## src/rtl/rfos_pkg.sv

```systemverilog
`timescale 1ns / 1ps
// ----------------------------------------------------------------------------
// rfos_pkg
// Shared types, constants and helpers for the ring FIFO with overwrite and
// byte-prefix search.
// ----------------------------------------------------------------------------
package rfos_pkg;

	// Built geometry
	localparam int DEPTH       = 16;
	localparam int ENTRY_BYTES = 8;
	localparam int DATA_W      = 64;
	localparam int IDX_W       = $clog2(DEPTH);
	localparam int CNT_W       = $clog2(DEPTH + 1);
	localparam int MLEN_W      = 4;
	localparam int STAT_W      = 3;

	// Configuration port
	localparam int APB_DW = 32;
	localparam int ADDR_W = 3;
	localparam logic REG_MODE     = 1'b0;
	localparam logic REG_CAPACITY = 1'b1;
	localparam logic [CNT_W-1:0] CAP_RESET = CNT_W'(DEPTH);

	typedef enum logic [1:0] {
		OP_WRITE = 2'd0,
		OP_READ  = 2'd1,
		OP_FIND  = 2'd2,
		OP_DRAIN = 2'd3
	} op_t;

	typedef enum logic [STAT_W-1:0] {
		ST_WRITTEN  = 3'd0,
		ST_DROPPED  = 3'd1,
		ST_REJECTED = 3'd2,
		ST_READ_OK  = 3'd3,
		ST_EMPTY    = 3'd4,
		ST_MATCH    = 3'd5,
		ST_DONE     = 3'd6
	} status_t;

	typedef enum logic [1:0] {
		BK_IDLE,
		BK_FIND,
		BK_DRAIN
	} bk_state_t;

	// Classified item as it travels from front to back
	typedef struct packed {
		op_t               op;
		logic [DATA_W-1:0] data;
		logic [DATA_W-1:0] mask;
	} cmd_t;

	// One result item
	typedef struct packed {
		status_t           status;
		logic [DATA_W-1:0] data;
		logic [IDX_W-1:0]  position;
		logic [CNT_W-1:0]  count;
		logic              last;
	} res_t;

	// Configuration as seen by the back end
	typedef struct packed {
		logic             mode;
		logic [CNT_W-1:0] cap;
		logic             clear;
	} cfg_t;

	// Mask covering the low n bytes of an entry
	function automatic logic [DATA_W-1:0] byte_mask(input logic [MLEN_W-1:0] n);
		logic [DATA_W-1:0] m;
		m = '0;
		for (int b = 0; b < DATA_W / 8; b++) begin
			if (MLEN_W'(b) < n) begin
				m[b*8 +: 8] = 8'hFF;
			end
		end
		return m;
	endfunction

endpackage

```

## src/rtl/rfos_front.sv

```systemverilog
`timescale 1ns / 1ps
// ----------------------------------------------------------------------------
// rfos_front
// Accepts input items, classifies them (operation, entry width, compare mask)
// and holds them in a two-entry queue for the back end.
// ----------------------------------------------------------------------------
module rfos_front (
	input  logic                         clk,
	input  logic                         arst_n,
	input  logic                         in_valid,
	output logic                         in_ready,
	input  logic [1:0]                   operation,
	input  logic [rfos_pkg::DATA_W-1:0]  data,
	input  logic [rfos_pkg::MLEN_W-1:0]  match_len,
	output logic                         q_valid,
	output rfos_pkg::cmd_t               q_cmd,
	input  logic                         q_pop
);

	localparam logic [rfos_pkg::MLEN_W-1:0] MAX_LEN = rfos_pkg::MLEN_W'(rfos_pkg::ENTRY_BYTES);

	rfos_pkg::cmd_t    slot_q [2];
	logic              wr_ptr_q;
	logic              rd_ptr_q;
	logic [1:0]        fill_q;
	rfos_pkg::cmd_t    cmd_c;
	logic [rfos_pkg::MLEN_W-1:0] len_c;
	logic              push;

	// Classify: clamp the compare length, keep only the entry bytes
	always_comb begin
		len_c      = (match_len > MAX_LEN) ? MAX_LEN : match_len;
		cmd_c.op   = rfos_pkg::op_t'(operation);
		cmd_c.data = data & rfos_pkg::byte_mask(MAX_LEN);
		cmd_c.mask = rfos_pkg::byte_mask(len_c);
	end

	assign in_ready = (fill_q != 2'd2);
	assign push     = in_valid && in_ready;
	assign q_valid  = (fill_q != 2'd0);
	assign q_cmd    = slot_q[rd_ptr_q];

	// Queue payload
	always_ff @(posedge clk) begin
		if (push) begin
			slot_q[wr_ptr_q] <= cmd_c;
		end
	end

	// Queue pointers and occupancy
	always_ff @(posedge clk or negedge arst_n) begin
		if (!arst_n) begin
			wr_ptr_q <= 1'b0;
			rd_ptr_q <= 1'b0;
			fill_q   <= 2'd0;
		end else begin
			if (push) begin
				wr_ptr_q <= ~wr_ptr_q;
			end
			if (q_pop) begin
				rd_ptr_q <= ~rd_ptr_q;
			end
			unique case ({push, q_pop})
				2'b10:   fill_q <= fill_q + 2'd1;
				2'b01:   fill_q <= fill_q - 2'd1;
				default: fill_q <= fill_q;
			endcase
		end
	end

endmodule

```

## src/rtl/rfos_back.sv

```systemverilog
`timescale 1ns / 1ps
// ----------------------------------------------------------------------------
// rfos_back
// Executes queued items against the entry store: write and read, and find and
// drain at one entry per cycle while the output register is free; results go into an output register.
// ----------------------------------------------------------------------------
module rfos_back (
	input  logic           clk,
	input  logic           arst_n,
	input  rfos_pkg::cfg_t cfg,
	input  logic           q_valid,
	input  rfos_pkg::cmd_t q_cmd,
	output logic           q_pop,
	output logic           out_valid,
	input  logic           out_ready,
	output rfos_pkg::res_t res
);

	localparam int IW = rfos_pkg::IDX_W;
	localparam int CW = rfos_pkg::CNT_W;

	// Next ring index, wrapping at the effective capacity
	function automatic logic [IW-1:0] adv(input logic [IW-1:0] i, input logic [CW-1:0] c);
		logic [CW-1:0] n;
		n = CW'(i) + CW'(1);
		return (n >= c) ? '0 : n[IW-1:0];
	endfunction

	logic [rfos_pkg::DATA_W-1:0] store_q [rfos_pkg::DEPTH];

	rfos_pkg::bk_state_t state_q, state_d;
	logic [IW-1:0]  rd_idx_q, rd_idx_d;
	logic [IW-1:0]  wr_idx_q, wr_idx_d;
	logic [CW-1:0]  fill_q, fill_d;
	logic [IW-1:0]  walk_q, walk_d;
	logic [CW-1:0]  step_q, step_d;
	logic [CW-1:0]  tally_q, tally_d;
	rfos_pkg::cmd_t cmd_q;
	logic           ov_q;
	rfos_pkg::res_t res_q;

	logic           out_free;
	logic           emit;
	rfos_pkg::res_t res_c;
	logic           we;
	logic [IW-1:0]  raddr;
	logic [rfos_pkg::DATA_W-1:0] rdata;
	logic           hit;

	assign out_free = !ov_q || out_ready;

	// Store read port: walk pointer during find, read pointer otherwise
	assign raddr = (state_q == rfos_pkg::BK_FIND) ? walk_q : rd_idx_q;
	assign rdata = store_q[raddr];
	assign hit   = ((rdata ^ cmd_q.data) & cmd_q.mask) == '0;

	// Next state
	always_comb begin
		state_d = state_q;
		unique case (state_q)
			rfos_pkg::BK_IDLE: begin
				if (q_valid && out_free && fill_q != '0) begin
					if (q_cmd.op == rfos_pkg::OP_FIND) begin
						state_d = rfos_pkg::BK_FIND;
					end else if (q_cmd.op == rfos_pkg::OP_DRAIN) begin
						state_d = rfos_pkg::BK_DRAIN;
					end
				end
			end
			rfos_pkg::BK_FIND: begin
				if (out_free && step_q == fill_q) begin
					state_d = rfos_pkg::BK_IDLE;
				end
			end
			rfos_pkg::BK_DRAIN: begin
				if (out_free && fill_q == '0) begin
					state_d = rfos_pkg::BK_IDLE;
				end
			end
			default: state_d = rfos_pkg::BK_IDLE;
		endcase
	end

	// Datapath and results
	always_comb begin
		q_pop    = 1'b0;
		emit     = 1'b0;
		we       = 1'b0;
		res_c    = '{status: rfos_pkg::ST_EMPTY, data: '0, position: '0, count: '0,
			last: 1'b1};
		rd_idx_d = rd_idx_q;
		wr_idx_d = wr_idx_q;
		fill_d   = fill_q;
		walk_d   = walk_q;
		step_d   = step_q;
		tally_d  = tally_q;
		unique case (state_q)
			rfos_pkg::BK_IDLE: begin
				if (q_valid && out_free) begin
					q_pop = 1'b1;
					unique case (q_cmd.op)
						rfos_pkg::OP_WRITE: begin
							emit = 1'b1;
							if (fill_q >= cfg.cap && !cfg.mode) begin
								res_c.status = rfos_pkg::ST_REJECTED;
							end else begin
								we       = 1'b1;
								wr_idx_d = adv(wr_idx_q, cfg.cap);
								if (fill_q >= cfg.cap) begin
									res_c.status = rfos_pkg::ST_DROPPED;
									rd_idx_d     = adv(rd_idx_q, cfg.cap);
								end else begin
									res_c.status = rfos_pkg::ST_WRITTEN;
									fill_d       = fill_q + CW'(1);
								end
							end
						end
						rfos_pkg::OP_READ: begin
							emit = 1'b1;
							if (fill_q != '0) begin
								res_c.status = rfos_pkg::ST_READ_OK;
								res_c.data   = rdata;
								rd_idx_d     = adv(rd_idx_q, cfg.cap);
								fill_d       = fill_q - CW'(1);
							end
						end
						rfos_pkg::OP_FIND: begin
							walk_d  = rd_idx_q;
							step_d  = '0;
							tally_d = '0;
							if (fill_q == '0) begin
								emit         = 1'b1;
								res_c.status = rfos_pkg::ST_DONE;
							end
						end
						rfos_pkg::OP_DRAIN: begin
							tally_d = '0;
							if (fill_q == '0) begin
								emit = 1'b1;
							end
						end
						default: ;
					endcase
				end
			end
			rfos_pkg::BK_FIND: begin
				if (out_free) begin
					if (step_q == fill_q) begin
						emit         = 1'b1;
						res_c.status = rfos_pkg::ST_DONE;
						res_c.count  = tally_q;
					end else begin
						if (hit) begin
							emit           = 1'b1;
							res_c.status   = rfos_pkg::ST_MATCH;
							res_c.data     = rdata;
							res_c.position = step_q[IW-1:0];
							res_c.last     = 1'b0;
							tally_d        = tally_q + CW'(1);
						end
						step_d = step_q + CW'(1);
						walk_d = adv(walk_q, cfg.cap);
					end
				end
			end
			rfos_pkg::BK_DRAIN: begin
				if (out_free) begin
					emit = 1'b1;
					if (fill_q == '0) begin
						res_c.count = tally_q;
					end else begin
						res_c.status = rfos_pkg::ST_READ_OK;
						res_c.data   = rdata;
						res_c.last   = 1'b0;
						rd_idx_d     = adv(rd_idx_q, cfg.cap);
						fill_d       = fill_q - CW'(1);
						tally_d      = tally_q + CW'(1);
					end
				end
			end
			default: ;
		endcase
	end

	// Entry store
	always_ff @(posedge clk) begin
		if (we) begin
			store_q[wr_idx_q] <= q_cmd.data;
		end
	end

	// Latched key and mask for the walk; result payload
	always_ff @(posedge clk) begin
		if (q_pop) begin
			cmd_q <= q_cmd;
		end
		if (emit) begin
			res_q <= res_c;
		end
	end

	// Control state
	always_ff @(posedge clk or negedge arst_n) begin
		if (!arst_n) begin
			state_q  <= rfos_pkg::BK_IDLE;
			rd_idx_q <= '0;
			wr_idx_q <= '0;
			fill_q   <= '0;
			walk_q   <= '0;
			step_q   <= '0;
			tally_q  <= '0;
			ov_q     <= 1'b0;
		end else begin
			state_q <= state_d;
			walk_q  <= walk_d;
			step_q  <= step_d;
			tally_q <= tally_d;
			if (cfg.clear) begin
				rd_idx_q <= '0;
				wr_idx_q <= '0;
				fill_q   <= '0;
			end else begin
				rd_idx_q <= rd_idx_d;
				wr_idx_q <= wr_idx_d;
				fill_q   <= fill_d;
			end
			if (emit) begin
				ov_q <= 1'b1;
			end else if (out_ready) begin
				ov_q <= 1'b0;
			end
		end
	end

	assign out_valid = ov_q;
	assign res       = res_q;

endmodule

```

## src/rtl/ring_fifo_overwrite_search_core.sv

```systemverilog
`timescale 1ns / 1ps
// ----------------------------------------------------------------------------
// ring_fifo_overwrite_search_core
// Circular FIFO with drop-oldest option and byte-prefix search; APB registers
// for mode and capacity.
// ----------------------------------------------------------------------------
// Path: with the back end idle, a write or read, or an empty find or drain,
//   passes the front queue and output register; a walk enters its state first.
// Throughput: write and read one item per cycle while the output is free;
//   find and drain one stored entry per cycle, also while the output is free.
// Reset: FIFO empty, indices zero, mode 0, capacity 16; entries are not cleared.
// ----------------------------------------------------------------------------
module ring_fifo_overwrite_search_core (
	input  logic                          clk,
	input  logic                          arst_n,
	// APB configuration port
	input  logic                          psel,
	input  logic                          penable,
	input  logic                          pwrite,
	input  logic [rfos_pkg::ADDR_W-1:0]   paddr,
	input  logic [rfos_pkg::APB_DW-1:0]   pwdata,
	output logic [rfos_pkg::APB_DW-1:0]   prdata,
	output logic                          pready,
	// Input items
	input  logic                          in_valid,
	output logic                          in_ready,
	input  logic [1:0]                    operation,
	input  logic [rfos_pkg::DATA_W-1:0]   data,
	input  logic [rfos_pkg::MLEN_W-1:0]   match_len,
	// Result items
	output logic                          out_valid,
	input  logic                          out_ready,
	output logic [rfos_pkg::STAT_W-1:0]   status,
	output logic [rfos_pkg::DATA_W-1:0]   entry_data,
	output logic [rfos_pkg::IDX_W-1:0]    position,
	output logic [rfos_pkg::CNT_W-1:0]    count,
	output logic                          last
);

	localparam int CW = rfos_pkg::CNT_W;

	logic           mode_q;
	logic [CW-1:0]  capacity_q;
	logic           reg_wr;
	logic           reg_sel;
	logic [CW-1:0]  cap_eff;
	rfos_pkg::cfg_t cfg;
	logic           q_valid;
	logic           q_pop;
	rfos_pkg::cmd_t q_cmd;
	rfos_pkg::res_t res;

	assign pready  = 1'b1;
	assign reg_wr  = psel && penable && pwrite && pready;
	assign reg_sel = paddr[rfos_pkg::ADDR_W-1];

	// Register file
	always_ff @(posedge clk or negedge arst_n) begin
		if (!arst_n) begin
			mode_q     <= 1'b0;
			capacity_q <= rfos_pkg::CAP_RESET;
		end else if (reg_wr) begin
			unique case (reg_sel)
				rfos_pkg::REG_MODE:     mode_q     <= pwdata[0];
				rfos_pkg::REG_CAPACITY: capacity_q <= pwdata[CW-1:0];
				default: ;
			endcase
		end
	end

	// Register read back
	always_comb begin
		prdata = '0;
		unique case (reg_sel)
			rfos_pkg::REG_MODE:     prdata[0]      = mode_q;
			rfos_pkg::REG_CAPACITY: prdata[CW-1:0] = capacity_q;
			default: ;
		endcase
	end

	// Capacity clamped to 1..DEPTH
	always_comb begin
		if (capacity_q == '0) begin
			cap_eff = CW'(1);
		end else if (capacity_q > rfos_pkg::CAP_RESET) begin
			cap_eff = rfos_pkg::CAP_RESET;
		end else begin
			cap_eff = capacity_q;
		end
	end

	assign cfg.mode  = mode_q;
	assign cfg.cap   = cap_eff;
	assign cfg.clear = reg_wr && (reg_sel == rfos_pkg::REG_CAPACITY);

	rfos_front u_front (
		.clk       (clk),
		.arst_n    (arst_n),
		.in_valid  (in_valid),
		.in_ready  (in_ready),
		.operation (operation),
		.data      (data),
		.match_len (match_len),
		.q_valid   (q_valid),
		.q_cmd     (q_cmd),
		.q_pop     (q_pop)
	);

	rfos_back u_back (
		.clk       (clk),
		.arst_n    (arst_n),
		.cfg       (cfg),
		.q_valid   (q_valid),
		.q_cmd     (q_cmd),
		.q_pop     (q_pop),
		.out_valid (out_valid),
		.out_ready (out_ready),
		.res       (res)
	);

	assign status     = res.status;
	assign entry_data = res.data;
	assign position   = res.position;
	assign count      = res.count;
	assign last       = res.last;

endmodule
```

## config.mk

```make
export PLATFORM = sky130hd
export DESIGN_NAME = ring_fifo_overwrite_search_core
export DESIGN_NICKNAME = d
export VERILOG_FILES = /design/src/rtl/rfos_pkg.sv /design/src/rtl/rfos_front.sv /design/src/rtl/rfos_back.sv /design/src/rtl/ring_fifo_overwrite_search_core.sv
export SDC_FILE = /design/constraint.sdc
export NUM_CORES = 2
export LEC_CHECK = 0
export ABC_AREA = 0
export BUFFER_PORTS_ARGS = -buffer_cell sky130_fd_sc_hd__buf_2
export CAP_MARGIN = 5
export CORE_ASPECT_RATIO = 1.25
export CORE_MARGIN = 3
export CORE_UTILIZATION = 40
export DETAILED_ROUTE_END_ITERATION = 7
export HOLD_SLACK_MARGIN = 0.1
export PLACE_DENSITY = 0.57
export SETUP_SLACK_MARGIN = 0.4
export SLEW_MARGIN = 20
export SYNTH_ARGS = -nofsm -noshare
export SYNTH_HDL_FRONTEND = slang
export SYNTH_SLANG_ARGS = --single-unit
```

## constraint.sdc

```tcl
create_clock -name clk -period 10.1 [get_ports clk]
set_clock_uncertainty 0.15 [all_clocks]
set_input_delay 1.515 -clock clk [delete_from_list [all_inputs] [get_ports clk]]
set_output_delay 1.515 -clock clk [all_outputs]
set_load 0.05 [all_outputs]
```

==> out/metrics.cfg <==
[floorplanning]
ios=224
rows=150
die_area_um2=141000
initial_core_util_pct=40.5
core_area_um2=135000
die_h_um=419
die_w_um=336

[yosys]
synth_cell_types=79
synth-edff-count=1321
synth_cells=3435
syn_area_per_cell_um2=15.9
async_reset_ff_share_pct=2.94
ys_ff_latch=1361
yosys-top-cells-area=edfxtp_1 73%, nand2_1 4.2%, mux4_2 3.7%
ys.flop_type=edfxtp_1
seq_area_frac_synth_pct=74.6
synth_top_cell_area_share_pct=72.7
yosys.area.top_type=edfxtp_1
ys.warnings.count=0
syn_area_um2=54500

[global_routing]
antenna_found_initial=13
gr-total-overflow=0
grt_pass1_wl_um=218000
grt_pass1_vias=30742
grt_max_degree=113
grt_usage_pct=21.5

[detailed_routing]
drc=0
ant_nets=0
first_pass_iters=6
wirelength_um=152000
initialDrtViolationCount=2868
wl_per_cell_um=27.5
detailroute.via_count=30852
vias_per_cell=5.60

[status]
status=completed

[clock_tree]
clock_latency_ns=0.77
clk_pin_slew_worst_paths_ns=0.06
clock-sinks=1361
cts_tree=built
cts_made_buffers=137
cts_max_level=4
cts_root_buffer=clkbuf_16
ctsHoldBuffers=0
cts_resized=0
clock_path_buffers=3
cts_setup_buffers=0

[power]
vdd_drop_max_v=0.000202
p_sw_share_pct=39.4
leakage_nw=20.7
seq_power_share_pct=38.3
power.density_nw_per_um2=337
power_frac_comb_pct=38.5
internal_power_mw=12.6
p_switching_mw=8.18
p_clk_share_pct=23.2

[layout]
final_cell_mix=1,321 x edfxtp_1, 603 x nand2_1, 217 x nand3_1, 166 x buf_2, 141 x clkbuf_16
layout-drive-gt1-share_pct=17.5
final_util_pct=45.8
syn2layout_area_growth_pct=12.9
fin_area_um2=61600
final_common_cell=edfxtp_1
fin_nets=3795

[critical_path]
worstSetupEndpointType=flip-flop
crit_required_ns=10.34
path_max_fanout=64
cp-start-kind=flip-flop
path_class=flip-flop to flip-flop
worstPathArrival_ns=7.89

[job]
max_cap_violations=0

[sta]
fmax_mhz=131
grt_setup_unrepaired=no
layout_min_cycle_time_ns=7.65
setup_viol=0
worstMarginPinSlew_ns=1.13
final_max_slew_viol_count=0
relSlewSlack_pct=23.7
finalHoldViolations=0
min_period_over_period_pct=75.7
setup-tns-final_ns=0
worst_slack_ns=2.45

[placed_design]
place.gp.congestion=0.802
dp_hpwl_um=85300
io_buffers=166
pre_cts_slack_ns=2.47
dpl_cell_area_um2=57400

[hold_path]
hold_path_class=flip-flop to flip-flop

## final timing paths
| path | startpoint | endpoint | slack, ns | depth (start not counted) |
|---|---|---|---|---|
| max | u_back.state_q[1] | u_back.res[55] | 2.45 | 16 |
| min reg2reg | u_front.fill_q[1] | u_front.fill_q[1] | 0.33 | 1 |
| max reg2reg | u_back.state_q[1] | u_back.res[55] | 2.45 | 16 |
| min in group asynchronous | arst_n | u_back.tally_q[3] | 0.78 | 1 |
| min | u_front.fill_q[1] | u_front.fill_q[1] | 0.33 | 1 |
| max in group asynchronous | arst_n | u_front.rd_ptr_q | 8.31 | 1 |
## final cells by class
type                            instances  area, um^2
Timing Repair Buffer                  243        1470
Antenna cell                            6        15.0
Fill cell                           11655       73000
Clock buffer                          182        3680
Tap cell                             1748        2190
Sequential cell                      1361       40700
Inverter                               30         113
Multi-Input combinational cell       1873       12900
Clock inverter                         67         514
## flip-flops by register name (all words and copies together), names as in the netlist, 5 cells and up
name            cells
u_back.step_q       5
capacity_q          5
u_back.fill_q       5
u_front.slot_q    148
u_back.res         77
u_back.tally_q      5
u_back.store_q   1024
u_back.cmd_q       72
## cell usage after synthesis (5+ instances only)
cell type,number
nand4_1,56
and3_1,28
a221oi_1,5
a31oi_1,27
nand2b_1,21
dfrtp_1,39
a32o_1,6
nand2_1,603
a22oi_1,17
o31ai_1,5
mux2i_1,122
xnor2_1,49
a21oi_1,52
a32oi_1,50
buf_2,55
a311oi_1,5
buf_4,41
a21o_1,10
o21ai_0,49
nor2b_1,8
a211oi_2,5
mux2_2,87
nor2_1,98
mux4_2,90
inv_1,29
nor3_1,21
and2_1,44
clkbuf_1,64
edfxtp_1,1321
a211oi_1,5
o211ai_1,5
o22ai_1,19
buf_6,24
buf_1,11
ha_1,37
xor2_1,27
nand3_1,217
## critical path, stage by stage (launching register included)
cell and delay, ns:
dfrtp_1 0.42, inv_1 0.11, ha_2 0.56, buf_4 0.39, mux2_4 0.54, nor2_2 0.69
buf_4 0.44, a32oi_1 0.20, nand3_1 0.11, o21ai_0 0.13, a222oi_1 0.65, nand2_1 0.17
o31ai_1 0.71, and4b_1 0.54, nand2_1 0.16, a41oi_4 0.59, buf_12 0.51
## logic make-up after synthesis
family	Yosys count	synth area share, %
xor gates and xnor gates	76	1.22
buffers and inverters	227	2.33
AOI/OAI and AO/OA	301	3.88
and+or+nand+nor	1129	9.28
DFF	1361	74.6
other	2	0.0138
muxes	302	7.85
adders and majority gates	37	0.849
## power by group through the flow
stage / Sequential [mW] / Combinational [mW] / Clock [mW]
finish: 7.95 / 7.99 / 4.80
global route: 8.02 / 8.55 / 5.12
CTS: 7.97 / 8.06 / 4.90
detailed placement: 8.08 / 8.03 / 0
global placement: 8.07 / 7.98 / 0
floorplan: 8.49 / 4.71 / 0
## stage by stage
| step | total power [mW] | hold WS (ns) | std cells |
|---|---|---|---|
| after floorplan | 13.2 | 0.309 | 3461 |
| final | 20.7 | 0.334 | 5510 |
| after detailed placement | 16.1 | 0.326 | 5255 |
| after global routing | 21.7 | 0.386 | 5504 |
| after global placement | 16.0 | 0.328 | 5255 |
| after CTS | 20.9 | 0.337 | 5504 |
## per-layer routing
metal / vias up / routed length (um) / track usage (%) / share of wire (%)
li1: 13503 / - / - / -
met5: - / 41 / 0 / 0.027
met3: 232 / 9870 / 3.61 / 6.5
met2: 1071 / 74300 / 35.9 / 49
met4: 6 / 4680 / 7.21 / 3.1
met1: 16040 / 62800 / 28.7 / 41
No activity file was read; power rests on OpenSTA's default activity.
